### config.mk
export PLATFORM = sky130hd
export DESIGN_NAME = mlp_window_predictor
export DESIGN_NICKNAME = d
export VERILOG_FILES = /design/src/hdl/mlpwp_pkg.sv /design/src/hdl/mlp_window_predictor.sv /design/src/hdl/mlpwp_ram.sv
export SDC_FILE = /design/constraint.sdc
export NUM_CORES = 2
export LEC_CHECK = 0
export BUFFER_PORTS_ARGS = -buffer_cell sky130_fd_sc_hd__buf_2
export CORE_MARGIN = 2
export CORE_UTILIZATION = 30
export CTS_CLUSTER_SIZE = 8
export DETAILED_ROUTE_END_ITERATION = 6
export PLACE_DENSITY = 0.54
export SKIP_LAST_GASP = 1
export SYNTH_ARGS = -nofsm -noshare
export SYNTH_HDL_FRONTEND = slang
export SYNTH_SLANG_ARGS = --single-unit
### constraint.sdc
create_clock -name clock -period 8.7 [get_ports clock]
set_input_delay 1.305 -clock clock [delete_from_list [all_inputs] [get_ports clock]]
set_output_delay 1.305 -clock clock [all_outputs]
set_load 0.03 [all_outputs]
### src/hdl/mlpwp_pkg.sv
// Shared types, constants and the sigmoid table of the window predictor.
`timescale 1ns / 1ps

package mlpwp_pkg;

   localparam int WINDOW_TAPS_DEF  = 8;
   localparam int HIDDEN_UNITS_DEF = 3;

   localparam int SAMPLE_W   = 16;
   localparam int INDEX_W    = 5;
   localparam int PRED_W     = 32;
   localparam int REQ_DATA_W = 40;
   localparam int RSP_DATA_W = 32;

   localparam logic KIND_SAMPLE = 1'b0;
   localparam logic KIND_WRITE  = 1'b1;

   localparam logic [31:0] SAT_MAX = 32'h7FFF_FFFF;
   localparam logic [31:0] SAT_MIN = 32'h8000_0000;

   typedef enum logic [2:0] {
      ST_CLEAR,
      ST_IDLE,
      ST_HMAC,
      ST_HDRAIN,
      ST_SIG,
      ST_OTHR,
      ST_ODRAIN,
      ST_DONE
   } state_type;

   typedef enum logic [2:0] {
      OP_NONE,
      OP_HMAC,
      OP_HTHR,
      OP_OMAC,
      OP_OTHR
   } op_type;

   // Rounded 1/(1+2^-v) in unsigned Q0.16, indexed by v in quarter steps from -8.
   localparam logic [15:0] SIGMOID_TABLE [64] = '{
      16'd255,   16'd303,   16'd360,   16'd428,   16'd508,   16'd603,   16'd716,   16'd850,
      16'd1008,  16'd1196,  16'd1417,  16'd1678,  16'd1986,  16'd2348,  16'd2774,  16'd3272,
      16'd3855,  16'd4534,  16'd5322,  16'd6233,  16'd7282,  16'd8481,  16'd9845,  16'd11384,
      16'd13107, 16'd15019, 16'd17118, 16'd19398, 16'd21845, 16'd24437, 16'd27146, 16'd29936,
      16'd32768, 16'd35600, 16'd38390, 16'd41099, 16'd43691, 16'd46138, 16'd48418, 16'd50517,
      16'd52429, 16'd54152, 16'd55691, 16'd57055, 16'd58254, 16'd59303, 16'd60214, 16'd61002,
      16'd61681, 16'd62264, 16'd62762, 16'd63188, 16'd63550, 16'd63858, 16'd64119, 16'd64340,
      16'd64528, 16'd64686, 16'd64820, 16'd64933, 16'd65028, 16'd65108, 16'd65176, 16'd65233
   };

endpackage

### src/hdl/mlp_window_predictor.sv
// Top level of the sliding-window perceptron predictor.
`timescale 1ns / 1ps

// Channel   Direction  Beat carries
// req_      in         tuser: kind; tdata: sample_value, weight_index, weight_value
// rsp_      out        tuser: window_full; tdata: prediction
//
// A sample beat is worked through in full before the next beat can be taken; the
// single shared 17x16 multiply-accumulate unit works through every hidden and output
// product in turn, one weight read from the weight RAM per cycle, pausing while the
// pipeline drains before each sigmoid and before the result. A weight-write beat is
// written straight into the weight RAM. After reset the weight RAM is cleared one
// entry a cycle through all STORE_DEPTH entries; no beat is taken then.
// A finished result waits in the output register while the next beat is accepted; the
// sequencer only holds at its end if that register is still full.

module mlp_window_predictor #(
   parameter int WINDOW_TAPS  = mlpwp_pkg::WINDOW_TAPS_DEF,
   parameter int HIDDEN_UNITS = mlpwp_pkg::HIDDEN_UNITS_DEF
) (
   input  logic                              clock,
   input  logic                              reset,
   input  logic                              req_tvalid,
   output logic                              req_tready,
   // [15:0] sample_value, [20:16] weight_index, [36:21] weight_value, [39:37] zero
   input  logic [mlpwp_pkg::REQ_DATA_W-1:0]  req_tdata,
   // [0] kind
   input  logic                              req_tuser,
   output logic                              rsp_tvalid,
   input  logic                              rsp_tready,
   // [31:0] prediction
   output logic [mlpwp_pkg::RSP_DATA_W-1:0]  rsp_tdata,
   // [0] window_full
   output logic                              rsp_tuser
);

   // Weight store layout: hidden weights (unit-major), output weights,
   // hidden thresholds, then the output threshold.
   localparam int OW_BASE     = HIDDEN_UNITS * WINDOW_TAPS;
   localparam int HT_BASE     = OW_BASE + HIDDEN_UNITS;
   localparam int OT_INDEX    = HT_BASE + HIDDEN_UNITS;
   localparam int STORE_DEPTH = OT_INDEX + 1;
   localparam int AW          = (STORE_DEPTH > 1) ? $clog2(STORE_DEPTH) : 1;
   localparam int IW          = (AW > mlpwp_pkg::INDEX_W) ? AW : mlpwp_pkg::INDEX_W;
   localparam int TW          = $clog2(WINDOW_TAPS);
   localparam int CW          = $clog2(WINDOW_TAPS + 1);
   localparam int UW          = (HIDDEN_UNITS > 1) ? $clog2(HIDDEN_UNITS) : 1;
   // Hidden sums stay exact in Q.28; output sums in Q.30 with headroom for every term.
   localparam int HACC_W      = 33 + $clog2(WINDOW_TAPS);
   localparam int OACC_W      = 34 + $clog2(HIDDEN_UNITS);

   mlpwp_pkg::state_type state_ff, state_in;
   mlpwp_pkg::op_type    op1_ff, op1_in;
   mlpwp_pkg::op_type    op2_ff, op2_in;

   logic [UW-1:0]                 unit_ff, unit_in;
   logic [CW-1:0]                 tap_ff, tap_in;
   logic [AW-1:0]                 hw_ptr_ff, hw_ptr_in;
   logic [AW-1:0]                 clr_ptr_ff, clr_ptr_in;
   logic [CW-1:0]                 fill_ff, fill_in;
   logic signed [15:0]            taps_ff [WINDOW_TAPS];
   logic signed [15:0]            taps_in [WINDOW_TAPS];
   logic signed [16:0]            opa_ff, opa_in;
   logic signed [32:0]            prod_ff, prod_in;
   logic signed [HACC_W-1:0]      acc_h_ff, acc_h_in;
   logic signed [OACC_W-1:0]      acc_o_ff, acc_o_in;
   logic                          rsp_valid_ff, rsp_valid_in;
   logic [mlpwp_pkg::PRED_W-1:0]  rsp_pred_ff, rsp_pred_in;
   logic                          rsp_full_ff, rsp_full_in;

   logic                          ram_we;
   logic [AW-1:0]                 ram_waddr;
   logic [15:0]                   ram_wdata;
   logic [AW-1:0]                 ram_raddr;
   logic [15:0]                   ram_rdata;
   logic signed [15:0]            wt_s;
   logic signed [32:0]            mul_prod;

   logic                          req_kind;
   logic signed [15:0]            req_sample;
   logic [IW-1:0]                 req_index;
   logic [15:0]                   req_weight;

   logic [31:0]                   hid_sat;
   logic [5:0]                    sig_index;
   logic [15:0]                   sig_value;
   logic [31:0]                   out_sat;

   assign req_kind   = req_tuser;
   assign req_sample = req_tdata[15:0];
   assign req_index  = IW'(req_tdata[20:16]);
   assign req_weight = req_tdata[36:21];

   assign req_tready = (state_ff == mlpwp_pkg::ST_IDLE);
   assign rsp_tvalid = rsp_valid_ff;
   assign rsp_tdata  = rsp_pred_ff;
   assign rsp_tuser  = rsp_full_ff;

   mlpwp_ram #(
      .WIDTH (16),
      .DEPTH (STORE_DEPTH)
   ) u_weight_ram (
      .clock   (clock),
      .wr_en   (ram_we),
      .wr_addr (ram_waddr),
      .wr_data (ram_wdata),
      .rd_addr (ram_raddr),
      .rd_data (ram_rdata)
   );

   assign wt_s = ram_rdata;

   // The one shared multiplier: tap or hidden value times the weight just read.
   assign mul_prod = opa_ff * wt_s;

   // Saturate the hidden pre-activation to [-8, 8) and take quarter steps for the table.
   always_comb begin
      if (acc_h_ff[HACC_W-1:31] == '0 || acc_h_ff[HACC_W-1:31] == '1) begin
         hid_sat = acc_h_ff[31:0];
      end else if (acc_h_ff[HACC_W-1]) begin
         hid_sat = mlpwp_pkg::SAT_MIN;
      end else begin
         hid_sat = mlpwp_pkg::SAT_MAX;
      end
   end

   assign sig_index = {~hid_sat[31], hid_sat[30:26]};
   assign sig_value = mlpwp_pkg::SIGMOID_TABLE[sig_index];

   // The network output saturates to the 32-bit Q2.30 range.
   always_comb begin
      if (acc_o_ff[OACC_W-1:31] == '0 || acc_o_ff[OACC_W-1:31] == '1) begin
         out_sat = acc_o_ff[31:0];
      end else if (acc_o_ff[OACC_W-1]) begin
         out_sat = mlpwp_pkg::SAT_MIN;
      end else begin
         out_sat = mlpwp_pkg::SAT_MAX;
      end
   end

   // Sequencer and the three-step datapath: weight read, multiply, accumulate.
   always_comb begin
      state_in     = state_ff;
      unit_in      = unit_ff;
      tap_in       = tap_ff;
      hw_ptr_in    = hw_ptr_ff;
      clr_ptr_in   = clr_ptr_ff;
      fill_in      = fill_ff;
      taps_in      = taps_ff;
      opa_in       = '0;
      op1_in       = mlpwp_pkg::OP_NONE;
      op2_in       = op1_ff;
      prod_in      = prod_ff;
      acc_h_in     = acc_h_ff;
      acc_o_in     = acc_o_ff;
      rsp_valid_in = rsp_valid_ff;
      rsp_pred_in  = rsp_pred_ff;
      rsp_full_in  = rsp_full_ff;
      ram_we       = 1'b0;
      ram_waddr    = clr_ptr_ff;
      ram_wdata    = '0;
      ram_raddr    = hw_ptr_ff;

      // Multiply step: thresholds are scaled by a shift and enter negated.
      case (op1_ff)
         mlpwp_pkg::OP_HMAC, mlpwp_pkg::OP_OMAC: begin
            prod_in = mul_prod;
         end
         mlpwp_pkg::OP_HTHR: begin
            prod_in = -(33'(wt_s) <<< 14);
         end
         mlpwp_pkg::OP_OTHR: begin
            prod_in = -(33'(wt_s) <<< 16);
         end
         default: begin
            prod_in = prod_ff;
         end
      endcase

      // Accumulate step.
      case (op2_ff)
         mlpwp_pkg::OP_HMAC, mlpwp_pkg::OP_HTHR: begin
            acc_h_in = acc_h_ff + HACC_W'(prod_ff);
         end
         mlpwp_pkg::OP_OMAC, mlpwp_pkg::OP_OTHR: begin
            acc_o_in = acc_o_ff + OACC_W'(prod_ff);
         end
         default: begin
            acc_h_in = acc_h_ff;
         end
      endcase

      if (rsp_valid_ff && rsp_tready) begin
         rsp_valid_in = 1'b0;
      end

      case (state_ff)
         mlpwp_pkg::ST_CLEAR: begin
            ram_we     = 1'b1;
            ram_waddr  = clr_ptr_ff;
            clr_ptr_in = clr_ptr_ff + AW'(1);
            if (clr_ptr_ff == AW'(STORE_DEPTH - 1)) begin
               state_in = mlpwp_pkg::ST_IDLE;
            end
         end
         mlpwp_pkg::ST_IDLE: begin
            if (req_tvalid) begin
               if (req_kind == mlpwp_pkg::KIND_WRITE) begin
                  // Indexes past the end of the store are dropped.
                  if (32'(req_index) < STORE_DEPTH) begin
                     ram_we    = 1'b1;
                     ram_waddr = req_index[AW-1:0];
                     ram_wdata = req_weight;
                  end
               end else begin
                  for (int i = 0; i < WINDOW_TAPS - 1; i++) begin
                     taps_in[i] = taps_ff[i + 1];
                  end
                  taps_in[WINDOW_TAPS-1] = req_sample;
                  if (fill_ff != CW'(WINDOW_TAPS)) begin
                     fill_in = fill_ff + CW'(1);
                  end
                  acc_h_in  = '0;
                  acc_o_in  = '0;
                  unit_in   = '0;
                  tap_in    = '0;
                  hw_ptr_in = '0;
                  state_in  = mlpwp_pkg::ST_HMAC;
               end
            end
         end
         mlpwp_pkg::ST_HMAC: begin
            if (tap_ff == CW'(WINDOW_TAPS)) begin
               ram_raddr = AW'(HT_BASE) + AW'(unit_ff);
               op1_in    = mlpwp_pkg::OP_HTHR;
               tap_in    = '0;
               state_in  = mlpwp_pkg::ST_HDRAIN;
            end else begin
               ram_raddr = hw_ptr_ff;
               op1_in    = mlpwp_pkg::OP_HMAC;
               opa_in    = 17'(taps_ff[tap_ff[TW-1:0]]);
               hw_ptr_in = hw_ptr_ff + AW'(1);
               tap_in    = tap_ff + CW'(1);
            end
         end
         mlpwp_pkg::ST_HDRAIN: begin
            // The threshold commits on the edge that ends the cycle its multiply stage empties.
            if (op1_ff == mlpwp_pkg::OP_NONE) begin
               state_in = mlpwp_pkg::ST_SIG;
            end
         end
         mlpwp_pkg::ST_SIG: begin
            ram_raddr = AW'(OW_BASE) + AW'(unit_ff);
            op1_in    = mlpwp_pkg::OP_OMAC;
            opa_in    = signed'({1'b0, sig_value});
            acc_h_in  = '0;
            if (unit_ff == UW'(HIDDEN_UNITS - 1)) begin
               state_in = mlpwp_pkg::ST_OTHR;
            end else begin
               unit_in  = unit_ff + UW'(1);
               state_in = mlpwp_pkg::ST_HMAC;
            end
         end
         mlpwp_pkg::ST_OTHR: begin
            ram_raddr = AW'(OT_INDEX);
            op1_in    = mlpwp_pkg::OP_OTHR;
            state_in  = mlpwp_pkg::ST_ODRAIN;
         end
         mlpwp_pkg::ST_ODRAIN: begin
            if (op1_ff == mlpwp_pkg::OP_NONE) begin
               state_in = mlpwp_pkg::ST_DONE;
            end
         end
         mlpwp_pkg::ST_DONE: begin
            if (!rsp_valid_ff || rsp_tready) begin
               rsp_valid_in = 1'b1;
               rsp_pred_in  = out_sat;
               rsp_full_in  = (fill_ff == CW'(WINDOW_TAPS));
               state_in     = mlpwp_pkg::ST_IDLE;
            end
         end
         default: begin
            state_in = mlpwp_pkg::ST_IDLE;
         end
      endcase
   end

   always_ff @(posedge clock) begin
      if (reset) begin
         state_ff     <= mlpwp_pkg::ST_CLEAR;
         op1_ff       <= mlpwp_pkg::OP_NONE;
         op2_ff       <= mlpwp_pkg::OP_NONE;
         unit_ff      <= '0;
         tap_ff       <= '0;
         hw_ptr_ff    <= '0;
         clr_ptr_ff   <= '0;
         fill_ff      <= '0;
         rsp_valid_ff <= 1'b0;
         for (int i = 0; i < WINDOW_TAPS; i++) begin
            taps_ff[i] <= '0;
         end
      end else begin
         state_ff     <= state_in;
         op1_ff       <= op1_in;
         op2_ff       <= op2_in;
         unit_ff      <= unit_in;
         tap_ff       <= tap_in;
         hw_ptr_ff    <= hw_ptr_in;
         clr_ptr_ff   <= clr_ptr_in;
         fill_ff      <= fill_in;
         rsp_valid_ff <= rsp_valid_in;
         taps_ff      <= taps_in;
      end
      opa_ff      <= opa_in;
      prod_ff     <= prod_in;
      acc_h_ff    <= acc_h_in;
      acc_o_ff    <= acc_o_in;
      rsp_pred_ff <= rsp_pred_in;
      rsp_full_ff <= rsp_full_in;
   end

endmodule

### src/hdl/mlpwp_ram.sv
// Generic single-write, single-read RAM with a registered read port.
`timescale 1ns / 1ps

module mlpwp_ram #(
   parameter int WIDTH = 16,
   parameter int DEPTH = 31
) (
   input  logic                                   clock,
   input  logic                                   wr_en,
   input  logic [((DEPTH > 1) ? $clog2(DEPTH) : 1)-1:0] wr_addr,
   input  logic [WIDTH-1:0]                       wr_data,
   input  logic [((DEPTH > 1) ? $clog2(DEPTH) : 1)-1:0] rd_addr,
   output logic [WIDTH-1:0]                       rd_data
);

   logic [WIDTH-1:0] mem_ff [DEPTH];
   logic [WIDTH-1:0] rd_data_ff;

   always_ff @(posedge clock) begin
      if (wr_en) begin
         mem_ff[wr_addr] <= wr_data;
      end
      rd_data_ff <= mem_ff[rd_addr];
   end

   assign rd_data = rd_data_ff;

endmodule
==> flow_summary_export.csv <==
group,metric,value,unit
clock_network,clk_path_buf_depth,3,
final_layout,synthToLayoutAreaGrowth,12.7,%
synth,synth-xor-area-share,2.06,%
synth,avgSynthCellArea,11.1,um2
grt,grt_pass1_vias,31800,
drt,wl,116,mm
drt,drt_iter0_drc,2297,
final_layout,drive_above_1_share,10.8,%
critical_path,cp_slowest_cell,"dfxtp_1",
timing,max_slew_margin,10.4,%
clock_network,cts.hold.buffers_added,0,
timing,tightest_slew,1.34,ns
timing,setup-violations-final,0,
synth,synth-adder-area-share,16.3,%
clock_network,numCtsBuffers,114,
timing,slew_violations,0,
drt,post_drt_wl_per_cell,18.0,um
critical_path,critPathMaxStageDelay,0.97,ns
timing,setup_tns,0,ns
floorplanning,start_util,30.1,%
pwr,p_per_area,198,mW/mm2
final_layout,final_common_cell,"nand2_1",
grt,grt_usage,14.3,%
floorplanning,core,0.158,mm2
drt,num_vias,31500,
grt,grt_max_degree,173,
synth,yosys_warnings,0,
critical_path,arrival,7.71,ns
critical_path,end_kind,"register",
synth,synth_compound_area_share,9.84,%
floorplanning,io_pins,80,
critical_path,cp_top_family,"adder cells",
pwr,p_leak,21.2,nW
place,dp.final_hpwl,76.7,mm
final_layout,layout_common_cells,"nand2_1 (699), edfxtp_1 (562), inv_1 (343)",
synth,synth-seq-area-share,46.5,%
drt,drtAntennaViolNets,0,
place,numPortBuffers,76,
flow_run,cap_viol_max_count,0,
final_layout,num-fill-cells,15600,
final_layout,register_area,0.0221,mm2
timing,fin_skew,0.0829,ns
synth,ys_async_sr_fraction,0,%
critical_path,worst-setup-path-type,"reg -> reg",
timing,hold_viol,0,
synth,synth_seq_cells,825,
synth,synth_cell_types,84,
timing,max_freq,136,MHz
floorplanning,die-width,402,um
clock_network,root_buffer,"clkbuf_16",
final_layout,multi_input_area,0.0232,mm2
synth,synth_top_family_by_area,"adder cells",
drt,avgViaCountPerCell,4.89,
pwr,ir_worst_vdd,0.210,mV
floorplanning,die_h,402,um
final_layout,final-instance-count-excl-fill,6447,
critical_path,startpoint_type,"register",
synth,synth_mux_area_share,7.77,%
synth,synth_top_area_share,35.5,%
clock_network,cts_setup_buffers,0,
clock_network,cts_tree,"done",
synth,synthFlopType,"edfxtp_1",
place,place_congestion,0.870,
timing,post-route-period-util,84.2,%
clock_network,clkLatencyLatePin,0.77,ns
clock_network,clock-sinks,825,
critical_path,path_buf_inv,3,
critical_path,cp.required,9.09,ns
synth,synth_simple_gate_area_share,12.7,%
critical_path,critPathMaxFanout,21,
clock_network,h-tree-depth,3,
synth,synthCells,4285,
hold_path,hp-class,"reg -> reg",
floorplanning,num_rows,146,
grt,antenna_found_initial,0,
floorplanning,die_area,0.162,mm2
synth,synth_nets,4783,
synth,synth_area,0.0476,mm2
grt,grt-ovfl-total,0,
timing,rsz0062_at_grt,"no",
drt,drc,0,
clock_network,path_clk_slew,0.05,ns
final_layout,finalNetCount,4810,
synth,synth.largest_area_cell,"edfxtp_1",
place,place_inst,6268,
clock_network,post_cts_resized,0,
grt,grt_pass1_wl,184,mm
drt,first_pass_iters,5,
final_layout,antenna-diode-count,0,
synth,synth_edf_count,562,
status,status,"finished clean",
critical_path,cp_common_cell,"fa_1",
synth,synthTopCellsByArea,"edfxtp_1 (35%), fa_1 (12%), dfxtp_1 (11%)",
critical_path,cp_cell_sequence,"nand2_1, inv_1, fa_1, fa_1, fa_1, fa_1, fa_1, inv_1, fa_1, inv_1, ha_1, nand3_1, nor2_1, and3_1, o21ai_0, a211o_1, o2111ai_1, a21oi_1, xnor2_1, o21ai_0",
timing,finalCriticalPeriod,7.33,ns
==> state kept, by name (all words and copies together), names as in the netlist, 16 cells and up <==
| register | count |
|---|---|
| u_weight_ram.mem_ff | 496 |
| taps_ff | 128 |
| acc_h_ff | 36 |
| acc_o_ff | 36 |
| prod_ff | 33 |
| rsp_tdata | 32 |
| opa_ff | 17 |
| u_weight_ram.rd_data | 16 |
==> per-layer routing <==
layer | vias to the layer above | share of wire [%] | GRT usage, % | wire length, um
met5 | - | 0 | 0 | 0
li1 | 15000 | - | - | -
met2 | 675 | 47 | 23.6 | 54700
met1 | 15700 | 47 | 19.9 | 54400
met4 | 0 | 1.7 | 3.26 | 1930
met3 | 121 | 4.2 | 2.04 | 4820
==> Yosys cell counts (18+ instances only) <==
master and instances:
a211oi_1 32, a21o_1 78, a21oi_1 318, a31oi_1 28, and2_1 154, buf_1 18, clkbuf_1 203, dfxtp_1 263
edfxtp_1 562, fa_1 278, ha_1 175, inv_1 343, mux2i_1 41, mux4_2 144, nand2_1 699, nand2b_1 21
nand3_1 108, nor2_1 204, nor2b_1 18, nor3_1 46, o21ai_0 151, o22ai_1 23, xnor2_1 67, xor2_1 45
==> power breakdown <==
group | switching [mW] | total [mW] | internal [mW]
combinational | 1.15 | 1.90 | 0.751
sequential | 0.238 | 4.62 | 4.38
clock | 1.66 | 4.10 | 2.44
==> final timing paths <==
| path | start | cells after the start | slack (ns) | to |
|---|---|---|---|---|
| hold reg to reg | taps_ff[30] | 2 | 0.43 | taps_ff[46] |
| hold / removal | taps_ff[30] | 2 | 0.43 | taps_ff[46] |
| setup reg to reg | u_weight_ram.rd_data[1] | 20 | 1.37 | prod_ff[32] |
| setup / recovery | u_weight_ram.rd_data[1] | 20 | 1.37 | prod_ff[32] |
==> through the flow <==
step	area [um2]	hold slack (ns)	worst slack, ns	power [mW]	utilization, %
global route	53600	0.458	0.924	11.2	33.9
CTS	53600	0.429	1.38	10.7	33.9
detailed placement	50300	0.447	1.46	6.58	31.8
floorplan	47600	0.433	2.19	6.02	-
global placement	50300	0.439	1.43	6.56	31.8
finish	53600	0.427	1.37	10.6	33.9
==> cell type report <==
type	count	share of cell area (%)
Clock inverter	10	0.471
Clock buffer	169	5.72
Timing Repair Buffer	157	1.92
Sequential cell	825	41.3
Multi-Input combinational cell	2869	43.3
Inverter	345	2.41
Tap cell	2072	4.83
==> cell families (layout without fill, tap and decap cells) <==
group | after synthesis | in the layout
flip-flops | 825 | 825
adder cells (fa/ha/maj) | 453 | 453
XOR/XNOR | 112 | 112
multiplexers | 188 | 188
buffers and inverters | 591 | 681
AO/OA/AOI/OAI | 774 | 774
AND/OR/NAND/NOR | 1342 | 1342
==> worst register-to-register path, cell delays in order, from the launching register on <==
cell and delay [ns]:
dfxtp_1 0.97, nand2_1 0.22, inv_1 0.21, fa_1 0.55, fa_1 0.96, fa_1 0.54
fa_1 0.51, fa_1 0.49, inv_1 0.05, fa_1 0.47, inv_1 0.04, ha_1 0.39
nand3_1 0.13, nor2_1 0.13, and3_1 0.15, o21ai_0 0.19, a211o_1 0.38, o2111ai_1 0.21
a21oi_1 0.10, xnor2_1 0.16, o21ai_0 0.09
Note: power is estimated with default switching activity, not from simulation.
